## config.mk

```make
export PLATFORM = sky130hd
export DESIGN_NAME = utf16_to_utf8_transcoder
export DESIGN_NICKNAME = d
export VERILOG_FILES = /design/src/design/u16u8_pkg.sv /design/src/design/u16u8_front.sv /design/src/design/u16u8_queue.sv /design/src/design/u16u8_back.sv /design/src/design/utf16_to_utf8_transcoder.sv
export SDC_FILE = /design/constraint.sdc
export NUM_CORES = 1
export LEC_CHECK = 0
export ABC_AREA = 1
export BUFFER_PORTS_ARGS = -buffer_cell sky130_fd_sc_hd__buf_2
export CAP_MARGIN = 5
export CORE_MARGIN = 2
export CORE_UTILIZATION = 60
export DETAILED_ROUTE_END_ITERATION = 16
export GPL_TIMING_DRIVEN = 0
export PLACE_DENSITY = 0.79
export SYNTH_ARGS = -nofsm -noshare
export SYNTH_HDL_FRONTEND = slang
export SYNTH_SLANG_ARGS = --single-unit
```

## constraint.sdc

```tcl
create_clock -name clk_i -period 3.5 [get_ports clk_i]
set_input_delay 0.35 -clock clk_i [delete_from_list [all_inputs] [get_ports clk_i]]
set_output_delay 0.35 -clock clk_i [all_outputs]
set_load 0.01 [all_outputs]
```

## src/design/u16u8_pkg.sv

```systemverilog
// ----------------------------------------------------------------------------
// u16u8_pkg
// Types, constants and byte encoding helpers shared by the transcoder.
// ----------------------------------------------------------------------------
package u16u8_pkg;

  // Upper six bits of a surrogate code unit.
  localparam logic [5:0]  HighSurrTag    = 6'h36;
  localparam logic [5:0]  LowSurrTag     = 6'h37;
  localparam logic [20:0] CpReplacement  = 21'h00FFFD;
  // Added to the high surrogate payload before it is shifted up ten bits.
  localparam logic [10:0] SuppPlaneBias  = 11'd64;
  localparam int unsigned QueueDepth     = 2;

  typedef struct packed {
    logic [15:0] code_unit;
    logic        string_end;
  } in_beat_t;

  typedef struct packed {
    logic [7:0] utf8_byte;
    logic       run_last;
    logic       text_last;
  } out_beat_t;

  // One queued job: an optional replacement character for a dropped high
  // surrogate, then an optional code point of the current unit.
  typedef struct packed {
    logic        prefix_fffd;
    logic        has_cp;
    logic [20:0] code_point;
    logic        text_end;
  } job_t;

  // Number of UTF-8 bytes minus one.
  function automatic logic [1:0] cp_len_m1(input logic [20:0] cp);
    logic [1:0] r;
    if (cp < 21'h80) begin
      r = 2'd0;
    end else if (cp < 21'h800) begin
      r = 2'd1;
    end else if (cp < 21'h10000) begin
      r = 2'd2;
    end else begin
      r = 2'd3;
    end
    return r;
  endfunction

  function automatic logic [7:0] enc_byte(input logic [20:0] cp, input logic [1:0] len_m1,
                                          input logic [1:0] idx);
    logic [7:0] b;
    logic [1:0] sh;
    sh = len_m1 - idx;
    if (idx == 2'd0) begin
      unique case (len_m1)
        2'd0: b = {1'b0, cp[6:0]};
        2'd1: b = {3'b110, cp[10:6]};
        2'd2: b = {4'b1110, cp[15:12]};
        2'd3: b = {5'b11110, cp[20:18]};
        default: b = 8'h00;
      endcase
    end else begin
      unique case (sh)
        2'd0: b = {2'b10, cp[5:0]};
        2'd1: b = {2'b10, cp[11:6]};
        2'd2: b = {2'b10, cp[17:12]};
        default: b = {5'b10000, cp[20:18]};
      endcase
    end
    return b;
  endfunction

endpackage

```

## src/design/u16u8_front.sv

```systemverilog
// ----------------------------------------------------------------------------
// u16u8_front
// Accepts code units, pairs surrogates and issues encoding jobs.
// ----------------------------------------------------------------------------
module u16u8_front import u16u8_pkg::*; (
  input  logic     clk_i,
  input  logic     rst_ni,
  input  logic     accept_i,
  input  in_beat_t beat_i,
  output logic     push_o,
  output job_t     job_o
);

  logic       held_valid_q, held_valid_d;
  logic [9:0] held_bits_q, held_bits_d;
  logic       is_high, is_low, pair;

  always_comb begin
    is_high = (beat_i.code_unit[15:10] == HighSurrTag);
    is_low  = (beat_i.code_unit[15:10] == LowSurrTag);
    pair    = held_valid_q && is_low;

    job_o.prefix_fffd = held_valid_q && !is_low;
    job_o.has_cp      = pair || !(is_high && !beat_i.string_end);
    job_o.text_end    = beat_i.string_end;
    if (pair) begin
      job_o.code_point = {{1'b0, held_bits_q} + SuppPlaneBias, beat_i.code_unit[9:0]};
    end else if (is_high || is_low) begin
      job_o.code_point = CpReplacement;
    end else begin
      job_o.code_point = {5'd0, beat_i.code_unit};
    end

    // A beat that only parks a high surrogate produces no job.
    push_o = accept_i && (job_o.prefix_fffd || job_o.has_cp);

    held_valid_d = held_valid_q;
    held_bits_d  = held_bits_q;
    if (accept_i) begin
      held_valid_d = is_high && !beat_i.string_end;
      held_bits_d  = beat_i.code_unit[9:0];
    end
  end

  always_ff @(posedge clk_i or negedge rst_ni) begin
    if (!rst_ni) begin
      held_valid_q <= 1'b0;
      held_bits_q  <= '0;
    end else begin
      held_valid_q <= held_valid_d;
      held_bits_q  <= held_bits_d;
    end
  end

endmodule

```

## src/design/u16u8_queue.sv

```systemverilog
// ----------------------------------------------------------------------------
// u16u8_queue
// Small job queue between the front and back ends.
// ----------------------------------------------------------------------------
module u16u8_queue import u16u8_pkg::*; (
  input  logic clk_i,
  input  logic rst_ni,
  input  logic push_i,
  input  job_t job_i,
  input  logic pop_i,
  output job_t job_o,
  output logic empty_o,
  output logic full_o
);

  localparam int unsigned PtrW = $clog2(QueueDepth);

  job_t            mem_q [QueueDepth];
  logic [PtrW-1:0] wr_ptr_q, wr_ptr_d, rd_ptr_q, rd_ptr_d;
  logic [PtrW:0]   count_q, count_d;

  assign empty_o = (count_q == '0);
  assign full_o  = (count_q == (PtrW+1)'(QueueDepth));
  assign job_o   = mem_q[rd_ptr_q];

  always_comb begin
    wr_ptr_d = wr_ptr_q;
    rd_ptr_d = rd_ptr_q;
    count_d  = count_q;
    if (push_i) begin
      wr_ptr_d = (wr_ptr_q == PtrW'(QueueDepth - 1)) ? '0 : wr_ptr_q + 1'b1;
    end
    if (pop_i) begin
      rd_ptr_d = (rd_ptr_q == PtrW'(QueueDepth - 1)) ? '0 : rd_ptr_q + 1'b1;
    end
    if (push_i && !pop_i) begin
      count_d = count_q + 1'b1;
    end else if (pop_i && !push_i) begin
      count_d = count_q - 1'b1;
    end
  end

  always_ff @(posedge clk_i or negedge rst_ni) begin
    if (!rst_ni) begin
      wr_ptr_q <= '0;
      rd_ptr_q <= '0;
      count_q  <= '0;
    end else begin
      wr_ptr_q <= wr_ptr_d;
      rd_ptr_q <= rd_ptr_d;
      count_q  <= count_d;
    end
  end

  always_ff @(posedge clk_i) begin
    if (push_i) begin
      mem_q[wr_ptr_q] <= job_i;
    end
  end

endmodule

```

## src/design/u16u8_back.sv

```systemverilog
// ----------------------------------------------------------------------------
// u16u8_back
// Serializes queued jobs into UTF-8 bytes behind an output register.
// ----------------------------------------------------------------------------
module u16u8_back import u16u8_pkg::*; (
  input  logic      clk_i,
  input  logic      rst_ni,
  input  job_t      job_i,
  input  logic      empty_i,
  output logic      pop_o,
  output logic      out_valid_o,
  input  logic      out_stall_i,
  output out_beat_t out_data_o
);

  job_t       rec_q, rec_d;
  logic       busy_q, busy_d;
  logic       pre_q, pre_d;
  logic [1:0] idx_q, idx_d;
  logic       out_valid_q, out_valid_d;
  out_beat_t  out_q, out_d;

  logic [20:0] cur_cp;
  logic [1:0]  len_m1;
  logic        out_free, fire, last_of_cp, last_of_rec;

  assign out_valid_o = out_valid_q;
  assign out_data_o  = out_q;

  always_comb begin
    cur_cp      = pre_q ? CpReplacement : rec_q.code_point;
    len_m1      = cp_len_m1(cur_cp);
    out_free    = !out_valid_q || !out_stall_i;
    fire        = busy_q && out_free;
    last_of_cp  = (idx_q == len_m1);
    last_of_rec = last_of_cp && (!pre_q || !rec_q.has_cp);
    // Load the next job on the cycle the last byte of this one goes out.
    pop_o       = !empty_i && (!busy_q || (fire && last_of_rec));

    rec_d       = rec_q;
    busy_d      = busy_q;
    pre_d       = pre_q;
    idx_d       = idx_q;
    out_valid_d = out_valid_q;
    out_d       = out_q;

    if (out_free) begin
      out_valid_d = fire;
    end
    if (fire) begin
      out_d.utf8_byte = enc_byte(cur_cp, len_m1, idx_q);
      out_d.run_last  = last_of_rec;
      out_d.text_last = last_of_rec && rec_q.text_end;
      if (!last_of_cp) begin
        idx_d = idx_q + 1'b1;
      end else if (!last_of_rec) begin
        pre_d = 1'b0;
        idx_d = '0;
      end else begin
        busy_d = 1'b0;
      end
    end
    if (pop_o) begin
      rec_d  = job_i;
      busy_d = 1'b1;
      pre_d  = job_i.prefix_fffd;
      idx_d  = '0;
    end
  end

  always_ff @(posedge clk_i or negedge rst_ni) begin
    if (!rst_ni) begin
      busy_q      <= 1'b0;
      pre_q       <= 1'b0;
      idx_q       <= '0;
      out_valid_q <= 1'b0;
    end else begin
      busy_q      <= busy_d;
      pre_q       <= pre_d;
      idx_q       <= idx_d;
      out_valid_q <= out_valid_d;
    end
  end

  always_ff @(posedge clk_i) begin
    rec_q <= rec_d;
    out_q <= out_d;
  end

endmodule

```

## src/design/utf16_to_utf8_transcoder.sv

```systemverilog
// ----------------------------------------------------------------------------
// utf16_to_utf8_transcoder
// Converts a stream of UTF-16 code units into a byte stream of UTF-8.
// ----------------------------------------------------------------------------
//  channel | direction | handshake               | payload
//  in      | input     | in_valid_i / in_stall_o  | in_beat_t  (code_unit, string_end)
//  out     | output    | out_valid_o / out_stall_i| out_beat_t (utf8_byte, run_last,
//          |           |                          |             text_last)
//
// Bytes leave through a byte serializer that a stalled output holds; a unit
// yields one to four bytes (none when it only parks a high surrogate, up to six
// when a dropped high surrogate is replaced first), and that serializer sets the
// sustained rate. A two-job queue lets units enter while bytes drain. Reset
// clears the held surrogate, the queue and the output register. A stalled
// output holds its byte; the input stalls only when the queue is full.
// ----------------------------------------------------------------------------
module utf16_to_utf8_transcoder import u16u8_pkg::*; (
  input  logic      clk_i,
  input  logic      rst_ni,
  input  logic      in_valid_i,
  output logic      in_stall_o,
  input  in_beat_t  in_data_i,
  output logic      out_valid_o,
  input  logic      out_stall_i,
  output out_beat_t out_data_o
);

  logic accept, push, pop, q_empty, q_full;
  job_t front_job, head_job;

  assign in_stall_o = q_full;
  assign accept     = in_valid_i && !q_full;

  u16u8_front u_front (
    .clk_i    (clk_i),
    .rst_ni   (rst_ni),
    .accept_i (accept),
    .beat_i   (in_data_i),
    .push_o   (push),
    .job_o    (front_job)
  );

  u16u8_queue u_queue (
    .clk_i   (clk_i),
    .rst_ni  (rst_ni),
    .push_i  (push),
    .job_i   (front_job),
    .pop_i   (pop),
    .job_o   (head_job),
    .empty_o (q_empty),
    .full_o  (q_full)
  );

  u16u8_back u_back (
    .clk_i       (clk_i),
    .rst_ni      (rst_ni),
    .job_i       (head_job),
    .empty_i     (q_empty),
    .pop_o       (pop),
    .out_valid_o (out_valid_o),
    .out_stall_i (out_stall_i),
    .out_data_o  (out_data_o)
  );

endmodule

```

Word-level counts from Yosys, hierarchy flattened

Memory sizes are Yosys's and may differ from the RTL's.
Index checks and enable logic that the tools add are counted.

Register bits: 53
Latch bits: 0
Bits in writable memories: 48
Bits in read-only memories: 0
Bits of input ports: 21
Output and inout port bits: 12
Word-level logic and storage cells: 105
Memories: 1

$add $sub $neg: 7
Multipliers: 0
Div/mod/pow operators: 0
Magnitude comparators: 3
Equality and inequality tests: 11
Shift-type cells: 0
Multiplexer cells: 27
Bitwise gates (word level): 0
Reduce and logical (&&, ||, !) cells: 41

Memory list:

| name          | words | width | rd ports | clocked after memory_dff | wr ports | RTL line          | RTL |
|---|---|---|---|---|---|---|---|
| u_queue.mem_q | 2     | 24    | 1        | 0                        | 1        | u16u8_queue.sv:18 | `job_t mem_q [QueueDepth];` |

Operator list:

| operator                                                               | number |
|---|---|
| 21-bit 2-to-1 mux                                                      | 2 |
| 8-bit case mux with 4 select lines                                     | 1 |
| 21-bit by 12-bit < comparator with 1-bit output, second input constant | 1 |
| 21-bit by 17-bit < comparator with 1-bit output, second input constant | 1 |
| 21-bit by 8-bit < comparator with 1-bit output, second input constant  | 1 |
| 6-bit case mux with 3 select lines                                     | 1 |
| 16-bit 2-to-1 mux                                                      | 1 |
| 2-bit 2-to-1 mux                                                       | 8 |
| 1-bit 2-to-1 mux                                                       | 13 |
| 6-bit == test, second input constant                                   | 2 |
| 1-bit logical AND                                                      | 12 |
| 1-bit logical NOT                                                      | 12 |
| 10-bit by 7-bit adder with 11-bit output, second input constant        | 1 |
| 2-bit == test, second input constant                                   | 4 |
| 2-bit logical NOT                                                      | 4 |
| 8-bit 2-to-1 mux                                                       | 1 |
| 2-bit nonzero test                                                     | 4 |
| 1-bit logical OR                                                       | 6 |
| 3-bit AND reduction                                                    | 2 |
| 2-bit by 1-bit adder with 2-bit output, second input constant          | 2 |
| 2-bit by 1-bit == test with 1-bit output, second input constant        | 2 |
| 3-bit != test, second input constant                                   | 1 |
| 1-bit adder, second input constant                                     | 2 |
| 2-bit == test                                                          | 1 |
| other kinds (4)                                                        | 4 |

Depth between registers and ports, before layout

Gate-level depths: netlist (run 1).

Depth in word-level cells: 13
Depth in mapped cells: 18

By module

From an unflattened synthesis (run 1), not the netlist that was laid out.

Cell total of the unflattened synthesis: 409
Area, all modules: 4744.6 sq um

Modules (own cells, without submodules):

| module                   | instances | cells each | area each (sq um) | seq. area each (sq um) |
|---|---|---|---|---|
| u16u8_queue              | 1         | 100        | 2040.7            | 1541.5 |
| u16u8_back               | 1         | 192        | 1941.9            | 1116.1 |
| u16u8_front              | 1         | 115        | 752.0             | 275.3 |
| utf16_to_utf8_transcoder | 1         | 2          | 10.0              | 0.0 |

Least setup slack after synthesis (run 1)

Ideal clock, no wire load.

Path kind: reg-to-reg
Start point: register u_back.pre_q
End point: register u_queue.count_q[1]
Library setup time: 0.131 ns
Arrival time: 2.513 ns
Required time: 3.369 ns
Path slack: 0.856 ns
Cell stages (with the launch flop): 17
Buffers on the path: 1
Period minus slack after synthesis: 2.644 ns
Cell sequence: dfrtp_1 -> nor2_1 -> nand3_1 -> nor2_8 -> nand2_4 -> nor2_2 -> inv_2 -> o21ai_2 -> ha_1 -> clkbuf_8 -> nand4_4 -> nand2_4 -> nand2_4 -> ha_1 -> a21oi_1 -> o21ai_0 -> xor2_1

Word-level cells in the longest chain between the ends: 13

Ends and longest elaborated chain:

| element                                                       | RTL line          | RTL |
|---|---|---|
| start, declared                                               | u16u8_back.sv:18  | `logic pre_q, pre_d;` |
| start signal, assigned                                        | u16u8_back.sv:79  | `pre_q <= pre_d;` |
| 21-bit 2-to-1 mux                                             | u16u8_back.sv:31  | `cur_cp = pre_q ? CpReplacement : rec_q.code_point;` |
| 21-bit by 17-bit < comparator with 1-bit output               | u16u8_pkg.sv:42   | `end else if (cp < 21'h10000) begin` |
| 1-bit 2-to-1 mux                                              | u16u8_pkg.sv:42   |  |
| 2-bit 2-to-1 mux                                              | u16u8_pkg.sv:40   | `end else if (cp < 21'h800) begin` |
| 2-bit 2-to-1 mux                                              | u16u8_pkg.sv:38   | `if (cp < 21'h80) begin` |
| 2-bit == test                                                 | u16u8_back.sv:35  | `last_of_cp = (idx_q == len_m1);` |
| 1-bit logical AND (*)                                         | u16u8_back.sv:36  | `last_of_rec = last_of_cp && (!pre_q \|\| !rec_q.has_cp);` |
| 1-bit logical AND (*)                                         | u16u8_back.sv:38  | `pop_o = !empty_i && (!busy_q \|\| (fire && last_of_rec));` |
| 1-bit logical OR (*)                                          | u16u8_back.sv:38  |  |
| 1-bit logical AND (*)                                         | u16u8_back.sv:38  |  |
| 1-bit logical NOT                                             | u16u8_queue.sv:36 | `if (push_i && !pop_i) begin` |
| 1-bit logical AND                                             | u16u8_queue.sv:36 |  |
| 2-bit 2-to-1 mux / 2-bit nonzero test (equally long branches) | -                 |  |
| end signal, assigned                                          | u16u8_queue.sv:51 | `count_q <= count_d;` |
| end, declared                                                 | u16u8_queue.sv:20 | `logic [PtrW:0] count_q, count_d;` |

Mark *: on every way between the ends. The rest lies on a longest branch, timed or not.
A chain may end at the register's enable or synchronous reset.

Worst setup path in the final report (run 1)

Same ends and word-level chain as after synthesis.

==> metrics.md, run 1 <==
| Metric | Value |
|---|---|
| Reg-to-reg endpoint | `u_queue.count_q[1]` |
| Largest net degree at the start of global routing | `25` |
| Die X | `92.3 microns` |
| Hold_sp | `in_data_i[0]` |
| TritonCTS Sinks | `101` |
| Crit path max fanout | `9` |
| CTS max path bufs | `2` |
| CP Launch Type | `flop` |
| Mean Syn Cell Area | `10.4 sq um` |
| DRC violations left | `0` |
| PnR Total Power | `4.05 mW` |
| Setup tns final | `0 ns` |
| H-tree depth | `3` |
| Syn Nets | `474` |
| Drt via density | `5.04` |
| Iteration-0 DRC count of the detailed router | `142` |
| R2R cell count | `17` |
| Setup crit end kind | `flop` |
| Shortest period the worst path allows | `2.97 ns` |
| Period utilization | `0.849` |
| Synthesized instance count | `449` |
| Final instance area | `0.00523 sq mm` |
| Worst r2r src | `u_back.pre_q` |
| First-pass GRT wire length | `13600 microns` |
| RSZ-0062 raised after global routing | `no` |
| Final #Nets | `520` |
| Worst slew pin tran | `0.904 ns` |
| Clock skew | `0.0158 ns` |
| Final WL | `7780 microns` |
| DRT Pass-1 Iters | `6` |
| DR WL/cell | `12.9 microns` |
| Area after DPL | `0.00500 sq mm` |
| PortBufs | `32` |
| Initial antenna violation count | `0` |
| Warnings, synthesis | `0` |
| Static Leakage | `2.36 nW` |
| Fin util | `0.684` |
| Non-filler cells, final | `602` |
| Worst path required time | `3.73 ns` |
| Final setup violation count | `0` |
| Post-Syn Area | `0.00468 sq mm` |
| HP Class | `in -> reg` |
| Share of cells above drive strength 1 | `0.190` |
| Total grt overflow | `0` |
| Resized Gates After CTS | `0` |
| Sequential share of the synthesized area | `0.627` |
| Core area | `0.00765 sq mm` |
| CP Class | `reg -> reg` |
| Max_slew headroom | `0.397` |
| Initial Utilization | `0.612` |
| Post-synth cell types | `39` |
| CP arrival | `3.20 ns` |
| CTS buffer count | `9` |
| R2R setup slack | `0.53 ns` |
| Die area | `0.00852 sq mm` |
| Placed Instances | `585` |
| Vias | `3037` |
| HPWL after DPL | `5990 microns` |
| TritonCTS clock tree | `done` |
| Fmax | `337 MHz` |
| Clk root buf | `clkbuf_8` |
| Gpl congestion | `0.874` |
| Synth-to-Final Area Change | `11.8%` |
| PwrDens | `775 mW/mm^2` |
| Fin. Hold Viols | `0` |
| Final Slew Violations | `0` |
| Post-synthesis register bit count | `101` |
| Worst hold endpoint | `u_queue.mem_q[1][0]` |
| Hold path depth | `1` |
| Diodes inserted | `0` |
| Total Routing Usage GR | `0.209` |
| Clk_lat worst skew | `0.35 ns` |
| Row count | `32` |
| Die Y | `92.3 microns` |
| Ports | `33` |
| Worst-path clk slew | `0.09 ns` |
| VDD IR max | `0.000470 V` |
| DRT antenna net count | `0` |
| Max-cap viol count | `0` |
| Number of global-route vias before repair | `2999` |
| Status | `completed` |
-- cells in the final DEF (no fill, tap or decap), types with 4 or more instances in the layout --
| cell type | netlist | final |
|---|---|---|
| nand2_1 | 144 | 144 |
| edfxtp_1 | 81 | 81 |
| inv_1 | 52 | 52 |
| nor2_1 | 36 | 34 |
| buf_2 | 1 | 33 |
| o21ai_0 | 21 | 21 |
| dfrtp_1 | 20 | 20 |
| nand3_1 | 13 | 13 |
| clkbuf_8 | 1 | 11 |
| nand2_2 | 8 | 8 |
| clkbuf_1 | 7 | 8 |
| nand2_4 | 7 | 7 |
| or2_2 | 6 | 6 |
| nand3_2 | 5 | 5 |
| a21oi_1 | 4 | 4 |
| nand4_1 | 4 | 4 |
| nor2_2 | 2 | 4 |
| ha_1 | 4 | 4 |
-- logic make-up (layout without fill, tap and decap cells) --
group | count (synthesis) | count (layout) | synth area share
xor+xnor | 5 | 5 | 0.00936
mux | 1 | 1 | 0.00214
flops | 101 | 101 | 0.627
simple gates | 234 | 234 | 0.239
buf+inv | 67 | 118 | 0.0631
fa+ha+maj | 4 | 4 | 0.0107
compound gates | 37 | 37 | 0.0487
-- timing repair --
| action | in CTS | in global routing |
|---|---|---|
| hold endpoints to repair | 20 | 0 |
| buffers inserted | 0 | 0 |
| hold buffers | 1 | 0 |
-- Yosys cell counts, drive strengths merged --
master,count,share of area
nand2,159,0.14
edfxtp,81,0.52
inv,55,0.044
nor2,43,0.047
o21ai,24,0.026
dfrtp,20,0.11
nand3,19,0.028
clkbuf,8,0.0086
or2,6,0.0080
a21oi,5,0.0078
nand4,5,0.0099
ha,4,0.011
o211ai,4,0.0075
xor2,3,0.0056
buf,2,0.0027
o2111ai,2,0.0037
xnor2,2,0.0037
bufbuf,1,0.0070
clkinv,1,0.00080
mux2i,1,0.0021
nand3b,1,0.0016
nor3,1,0.0011
o22a,1,0.0019
o22ai,1,0.0013
-- cell type report --
class	instances	area (sq um)
clock inverters	4	51.3
repair buffers	35	200
inverters	56	210
fillers	579	2420
plain buffers	11	85.1
flip-flops and latches	101	2930
multi-input cells	281	1460
well taps	102	128
clock buffers	12	166
-- per-stage QoR --
stage,hold slack (ns),setup slack (ns)
floorplan,0.0544,0.856
detailed placement,0.343,0.556
CTS,0.194,0.525
global placement,0.323,0.578
global route,0.194,0.364
finish,0.216,0.530
-- sequential cells by signal (all words and copies together) (netlist names) --
register / count
u_back.idx_q: 2
u_front.held_bits_q: 10
u_queue.mem_q: 48
u_front.held_valid_q: 1
u_back.rec_q: 23
u_back.busy_q: 1
u_queue.wr_ptr_q: 1
u_back.pre_q: 1
u_queue.rd_ptr_q: 1
u_back.out_valid_o: 1
u_queue.count_q: 2
u_back.out_data_o: 10
-- worst max-delay path, stage by stage (launching register included) --
cell,delay (ns)
dfrtp_1,0.48
inv_2,0.19
nand2_2,0.13
nand2_4,0.12
nor2_8,0.05
nand2_4,0.12
nor2_2,0.06
inv_2,0.13
o21ai_2,0.11
ha_1,0.30
clkbuf_8,0.18
nand4_4,0.14
nand2_4,0.11
nand2_4,0.07
ha_1,0.30
a21oi_1,0.11
o21ai_0,0.11
xor2_1,0.15
-- report_power, final --
group,switching [mW],leakage (nW),total (mW),internal (mW)
Sequential,0.132,0.991,1.84,1.71
Clock,0.374,0.110,0.771,0.397
Combinational,0.926,1.26,1.44,0.512
Total,1.43,2.36,4.05,2.62
-- how the worst max path moves through the flow --
stage	from	end	slack (ns)	cells after the start
floorplan	u_back.pre_q	u_queue.count_q[1]	0.86	16
global placement	u_back.pre_q	u_queue.count_q[1]	0.58	16
detailed placement	u_back.pre_q	u_queue.count_q[1]	0.56	17
CTS	u_back.pre_q	u_queue.count_q[1]	0.52	17
global route	u_back.pre_q	u_queue.count_q[1]	0.36	16
finish	u_back.pre_q	u_queue.count_q[1]	0.53	17
-- layer usage --
layer / vias to the layer above / global-route usage / share of wire
li1: 1553 / - / -
met1: 1354 / 0.244 / 0.40
met5: - / 0 / 0
met3: 26 / 0.0464 / 0.047
met2: 104 / 0.363 / 0.51
met4: 0 / 0.103 / 0.039
(Power assumes the default switching activity.)
==> run 2, diff against run 1 <==
clock period = 3.1 ns   (was 3.5 ns; I/O delays follow)
==> metrics.md, run 2 (synthesis results as in run 1) <==
| Metric | Value |
|---|---|
| Gpl congestion | `0.874 (unchanged)` |
| CP arrival | `3.16 ns (-0.04 ns)` |
| Number of global-route vias before repair | `2999 (unchanged)` |
| Top reg by flops | `u_queue.mem_q` |
| CP Class | `reg -> reg` |
| Non-filler cells, final | `602 (unchanged)` |
| Drt via density | `5.00 (-0.79%)` |
| CTS buffer count | `9 (unchanged)` |
| Final setup violation count | `0 (unchanged)` |
| Slowest-stage cell, CP | `dfrtp_2` |
| Period utilization | `0.943 (+0.0947)` |
| Clock skew | `0.0164 ns (+0.000528 ns)` |
| Total Routing Usage GR | `0.209 (unchanged)` |
| HPWL after DPL | `5990 microns (unchanged)` |
| Synth-to-Final Area Change | `12.0%` |
| H-tree depth | `3 (unchanged)` |
| VDD IR max | `0.000531 V (+13%)` |
| PortBufs | `32 (unchanged)` |
| Vias | `3013 (-0.79%)` |
| R2R cell count | `16 (-1)` |
| Fmax | `342 MHz (+1.6%)` |
| TritonCTS Sinks | `101 (unchanged)` |
| Crit path largest cell delay | `0.48 ns (about the same)` |
| Clk_lat worst skew | `0.35 ns (about the same)` |
| Share of cells above drive strength 1 | `0.196 (+0.00600)` |
| Max-cap viol count | `0 (unchanged)` |
| Die Y | `92.3 microns (unchanged)` |
| Ports | `33 (unchanged)` |
| Diodes inserted | `0 (unchanged)` |
| Sequential Area | `0.00293 sq mm (about the same)` |
| Final Slew Violations | `0 (unchanged)` |
| Setup crit end kind | `flop` |
| Max_slew headroom | `0.397 (about the same)` |
| Core area | `0.00765 sq mm (unchanged)` |
| HP Class | `in -> reg` |
| Leading cell type in the layout, fill and taps excluded | `nand2_1` |
| Hold path depth | `1 (unchanged)` |
| Worst path required time | `3.33 ns (-0.40 ns)` |
| DR WL/cell | `13.0 microns (+0.39%)` |
| Placed Instances | `585 (unchanged)` |
| Commonest non-fill, non-tap cells in the layout | `nand2_1 (144), edfxtp_1 (81), inv_1 (52)` |
| Max FFs per register | `48 (unchanged)` |
| DRT Pass-1 Iters | `4 (-2)` |
| Fillers | `576 (-0.52%)` |
| PwrDens | `874 mW/mm^2 (+13%)` |
| Largest net degree at the start of global routing | `25 (unchanged)` |
| Die X | `92.3 microns (unchanged)` |
| Setup bufs post-CTS | `0 (unchanged)` |
| Most used cell, CP | `nand2_4` |
| Initial antenna violation count | `0 (unchanged)` |
| TritonCTS clock tree | `done` |
| Final #Nets | `520 (unchanged)` |
| Top Registers | `u_queue.mem_q x48, u_back.rec_q x23` |
| DRT antenna net count | `0 (unchanged)` |
| Crit-path cells | `nor2_1, nand3_2, nor2_8, nand2_4, nor2_2, inv_2, o21ai_2, ha_1, clkbuf_8, nand4_4, nand2_4, nand2_4, ha_1, a21oi_1, o21ai_0, xor2_1` |
| Shortest period the worst path allows | `2.92 ns (-0.0458 ns)` |
| Row count | `32 (unchanged)` |
| Final WL | `7810 microns (+0.39%)` |
| Fin. Hold Viols | `0 (unchanged)` |
| Total grt overflow | `0 (unchanged)` |
| CP Launch Type | `flop` |
| Die area | `0.00852 sq mm (unchanged)` |
| First-pass GRT wire length | `13600 microns (unchanged)` |
| Worst slew pin tran | `0.905 ns (+0.000265 ns)` |
| Setup tns final | `0 ns (unchanged)` |
| Iteration-0 DRC count of the detailed router | `124 (-13%)` |
| Static Leakage | `2.36 nW (about the same)` |
| CTS max path bufs | `2 (unchanged)` |
| DRC violations left | `0 (unchanged)` |
| Worst-path clk slew | `0.09 ns (about the same)` |
| PnR Total Power | `4.58 mW (+13%)` |
| Initial Utilization | `0.612 (unchanged)` |
| Multi-input gate area | `0.00146 sq mm (+0.51%)` |
| Status | `completed` |
| Clk root buf | `clkbuf_8` |
| Crit path max fanout | `9 (unchanged)` |
-- run 2: cell count changes in the layout (fill, tap and decap cells not counted) --
cell	previous run	this run
inv_4	0	1
dfrtp_1	20	19
nand3_1	13	12
nor2_1	34	33
inv_2	3	2
nor2_2	4	5
nand3_2	5	6
dfrtp_2	0	1
-- run 2: area by class of cell --
type	instances	share of cell area
plain buffers	11	0.0162
repair buffers	35	0.0382
inverters	56	0.0406
multi-input cells	281	0.279
well taps	102	0.0243
clock inverters	4	0.00979
clock buffers	12	0.0317
flip-flops and latches	101	0.560
-- run 2: per-layer routing --
layer | wire (microns) | global-route usage
met1 | 3160 | 0.244
met2 | 4060 | 0.363
met3 | 332 | 0.0464
met4 | 261 | 0.103
met5 | 0 | 0
-- run 2: final timing paths --
check	startpoint	endpoint	slack [ns]
worst max-delay path	u_back.pre_q	u_queue.count_q[1]	0.18
worst min-delay path	in_data_i[0]	u_queue.mem_q[1][0]	0.17
worst max register to register	u_back.pre_q	u_queue.count_q[1]	0.18
worst min register to register	u_front.held_bits_q[5]	u_front.held_bits_q[5]	0.50
max in group asynchronous	rst_ni	u_back.pre_q	2.30
min in group asynchronous	rst_ni	u_front.held_bits_q[2]	0.43
-- run 2: report_power, final --
group / internal [mW] / switching, mW
Clock: 0.448 / 0.423
Sequential: 1.93 / 0.153
Combinational: 0.580 / 1.05
Total: 2.96 / 1.62
-- run 2: per-stage QoR --
| stage | cell area [sq um] | hold WS, ns | utilization | setup WS (ns) |
|---|---|---|---|---|
| 2_1_floorplan | 4680 | 0.0144 | - | 0.456 |
| 3_3_place_gp | 4970 | 0.283 | 0.650 | 0.178 |
| 3_5_place_dp | 5000 | 0.303 | 0.654 | 0.156 |
| 4_1_cts | 5230 | 0.154 | 0.684 | 0.125 |
| 5_1_grt | 5240 | 0.154 | 0.685 | -0.0160 |
| 6_report | 5240 | 0.174 | 0.685 | 0.176 |
-- run 2: worst max-delay path, delay by kind of cell (launching register included) --
family | cells | cell delay [ns]
compound gates | 3 | 0.32
buf+inv | 2 | 0.28
simple gates | 8 | 1.05
xor+xnor | 1 | 0.15
fa+ha+maj | 2 | 0.52
flops | 1 | 0.48
-- run 2: timing repair --
| action | in CTS | in global routing |
|---|---|---|
| hold buffers | 1 | 0 |
| hold endpoints to repair | 20 | 0 |
| gates resized for setup | 0 | 4 |
| setup endpoints to repair | 0 | 1 |
==> run 3, diff against run 2 <==
SYNTH_HIERARCHICAL = 1   (was not set)
==> metrics.md, run 3 <==
| Metric | Value |
|---|---|
| Cell taking the most area after synthesis | `edfxtp_1` |
| Synth Area in Simple Gates | `0.185 (-0.0539)` |
| Hold path depth | `3 (+2)` |
| Crit path largest cell delay | `0.42 ns (-0.06 ns)` |
| Syn Nets | `434 (-8.4%)` |
| Gate power share | `0.378 (+0.023)` |
| Psw | `1.67 mW (+3.1%)` |
| Clock skew | `0.00891 ns (-0.00745 ns)` |
| Adder-Cell Fraction of Synth Area | `0.0105 (-0.000147)` |
| Slowest-stage cell, CP | `dfrtp_1` |
| Most used cell, CP | `nand2_2` |
| Post-synth cell types | `41 (+5.1%)` |
| Post-synth EDFFs | `81 (unchanged)` |
| Top reg by flops | `u_queue/mem_q` |
| Max FFs per register | `48 (unchanged)` |
| Internal power | `2.98 mW (+0.54%)` |
| Commonest non-fill, non-tap cells in the layout | `nand2_1 (94), edfxtp_1 (81), inv_1 (45)` |
| Iteration-0 DRC count of the detailed router | `184 (+48%)` |
| Initial antenna violation count | `0 (unchanged)` |
| Diodes inserted | `0 (unchanged)` |
| Clk pwr share | `0.173 (-0.017)` |
| Number of global-route vias before repair | `2998 (-0.033%)` |
| Final #Nets | `482 (-7.3%)` |
| Predominant post-synthesis flop cell | `edfxtp_1` |
| R2R cell count | `18 (+2)` |
| Crit-path cells | `buf_6, or2_4, nor2_8, nand3_4, nand2_2, nand2_2, ha_1, buf_4, nand3_2, nand2_2, nand2_4, clkinvlp_4, inv_1, ha_1, inv_1, nand3_1, nand2_1, nand2_1` |
| Setup crit end kind | `flop` |
| Initial Utilization | `0.617 (+0.00528)` |
| Async S/R FF share, synth | `0.198 (unchanged)` |
| Crit path depth | `18 (+2)` |
| Final Slew Violations | `0 (unchanged)` |
| PwrDens | `874 mW/mm^2 (about the same)` |
| R2R setup slack | `0.19 ns (about the same)` |
| Synth-to-Final Area Change | `12.1% (about the same)` |
| Static Leakage | `2.30 nW (-2.5%)` |
| Die area | `0.00864 sq mm (+1.3%)` |
| Synthesized instance count | `409 (-8.9%)` |
| DRC violations left | `0 (unchanged)` |
| Fmax | `344 MHz (+0.48%)` |
| Final WL | `8880 microns (+14%)` |
| CP top delay family | `simple AND/OR/NAND/NOR gates` |
| TritonCTS Sinks | `101 (unchanged)` |
| TritonCTS clock tree | `done` |
| Crit path max fanout | `10 (+1)` |
| Final instance area | `0.00532 sq mm (+1.4%)` |
| Max_slew headroom | `0.309 (-0.0882)` |
| Ports | `33 (unchanged)` |
| Worst hold endpoint | `u_back/out_valid_o` |
| Share of cells above drive strength 1 | `0.262 (+0.0659)` |
| Fin. Hold Viols | `0 (unchanged)` |
| Post-Syn Area | `0.00474 sq mm (+1.4%)` |
| Row count | `32 (unchanged)` |
| Switching share of power | `0.360 (+0.00571)` |
| Top Registers | `u_queue/mem_q x48, u_back/rec_q x23` |
| Seq pwr share | `0.448 (-0.007)` |
| Hold_sp | `out_stall_i` |
| Synth top area share | `0.513 (-0.00713)` |
| Mean Syn Cell Area | `11.6 sq um (+11%)` |
| Synth Area in Compound Gates | `0.0380 (-0.0107)` |
| Count leader, synth | `nand2_1` |
| Clk root buf | `clkbuf_8` |
| H-tree depth | `3 (unchanged)` |
| PortBufs | `32 (unchanged)` |
| Worst slew pin tran | `1.04 ns (+0.132 ns)` |
| Largest family of logic cells by synthesized area | `simple AND/OR/NAND/NOR gates` |
| RSZ-0062 raised after global routing | `no` |
| Worst Path Buf+Inv | `5 (+3)` |
| Worst path required time | `3.37 ns (+0.04 ns)` |
| Final setup violation count | `0 (unchanged)` |
| Total grt overflow | `0 (unchanged)` |
| Worst r2r src | `u_back/pre_q` |
| DRT Pass-1 Iters | `5 (+1)` |
| DRT antenna net count | `0 (unchanged)` |
| HPWL after DPL | `6340 microns (+5.8%)` |
| First-pass GRT wire length | `14300 microns (+4.4%)` |
| CP arrival | `3.19 ns (+0.03 ns)` |
| Sequential share of the synthesized area | `0.618 (-0.00859)` |
| Period utilization | `0.939 (-0.00453)` |
| Leading cell type in the layout, fill and taps excluded | `nand2_1` |
| Mux contribution to synthesized area | `0.0741 (+0.0720)` |
| CP Launch Type | `flop` |
| Die Y | `92.9 microns (+0.67%)` |
| Fin util | `0.692 (+0.00620)` |
| CTS max path bufs | `2 (unchanged)` |
| Clk_lat worst skew | `0.37 ns (+0.02 ns)` |
| Gpl congestion | `0.912 (+4.4%)` |
| Warnings, synthesis | `6 (+6)` |
| Max-cap viol count | `0 (unchanged)` |
| DR WL/cell | `15.7 microns (+21%)` |
| HP Class | `in -> reg` |
| Post-synthesis register bit count | `101 (unchanged)` |
| Vias | `3114 (+3.4%)` |
| Largest net degree at the start of global routing | `25 (unchanged)` |
| Worst-path clk slew | `0.10 ns (about the same)` |
| Reg-to-reg endpoint | `u_queue/count_q[1]` |
| Total Routing Usage GR | `0.222 (+0.0138)` |
| CTS buffer count | `9 (unchanged)` |
| Core area | `0.00769 sq mm (+0.52%)` |
| Status | `completed` |
| Synth Area in XOR/XNOR | `0.00923 (-0.000128)` |
| Area after DPL | `0.00506 sq mm (+1.2%)` |
| CP Class | `reg -> reg` |
| VDD IR max | `0.000511 V (-3.7%)` |
| Drt via density | `5.52 (+10%)` |
| Top cells by area, synth | `edfxtp_1 (51%), dfrtp_1 (11%), nand2_1 (7.8%)` |
| Shortest period the worst path allows | `2.91 ns (-0.0141 ns)` |
| Die X | `92.9 microns (+0.67%)` |
| Synth cell count leaders | `nand2_1 (98), edfxtp_1 (81), inv_1 (46)` |
-- run 3: cell types whose count changed in the layout (fill, tap and decap cells not counted), moves of 8 or more --
cell and change:
mux2_4 +19, nand2_1 -50, nor2_1 -14, o21ai_0 -8
-- run 3: how the worst max path moves through the flow --
stage,startpoint,slack (ns),end
after detailed placement,u_back/pre_q,-0.52,u_queue/count_q[1]
after floorplan,u_back/pre_q,0.008,u_queue/count_q[1]
after global routing,u_back/pre_q,0.02,u_queue/count_q[1]
after CTS,u_back/pre_q,0.01,u_queue/count_q[1]
final,u_back/pre_q,0.19,u_queue/count_q[1]
after global placement,u_back/pre_q,-0.46,u_queue/count_q[1]
-- run 3: cells by family after synthesis --
| logic type | Yosys count |
|---|---|
| simple gates | 182 |
| flops | 101 |
| buf+inv | 63 |
| compound gates | 29 |
| mux | 25 |
| xor+xnor | 5 |
| fa+ha+maj | 4 |
-- run 3: power by group through the flow --
stage | registers, mW | clock network (mW) | logic, mW
floorplan | 2.09 | 0 | 1.29
global placement | 2.09 | 0 | 1.65
detailed placement | 2.11 | 0 | 1.70
CTS | 2.08 | 0.817 | 1.74
global route | 2.11 | 0.859 | 1.95
finish | 2.08 | 0.806 | 1.76
-- run 3: metal layers --
metal  routed length, microns  vias up  track usage  part of all wire
met5                        0        -            0                 0
met4                      366        0        0.135             0.041
met3                      464       29       0.0350             0.052
met2                     4580      135        0.391              0.52
met1                     3470     1465        0.254              0.39
li1                         -     1485            -                 -
-- run 3: per-stage QoR --
stage / setup WS, ns / hold slack, ns / cells / TNS, ns / power [mW]
CTS: 0.0102 / 0.153 / 563 / 0 / 4.64
finish: 0.190 / 0.165 / 564 / 0 / 4.65
global route: 0.0248 / 0.181 / 564 / 0 / 4.92
global placement: -0.455 / 0.312 / 543 / -2.08 / 3.75
floorplan: 0.00839 / 0.0144 / 409 / 0 / 3.38
detailed placement: -0.524 / 0.319 / 544 / -2.88 / 3.81
-- run 3: final cells by class --
type,instances,area (sq um)
well taps,102,128
clock buffers,9,124
inverters,49,188
clock inverters,7,65.1
flip-flops and latches,101,2930
multi-input cells,245,1550
fillers,590,2370
repair buffers,36,200
repair inverters,1,7.51
plain buffers,14,126
-- run 3: repair_timing --
item                                   in CTS  in global routing
gates resized for setup                     5                  7
buffers inserted                            1                  1
setup endpoints to repair                  27                  5
gates cloned                                1                  0
hold buffers                                1                  0
endpoints found under the hold margin      20                  0
pin swaps                                   0                  1
-- run 3: worst min-delay path, stage by stage --
cell     delay, ns
buf_2         0.09
nand2_1       0.06
nand2_1       0.06
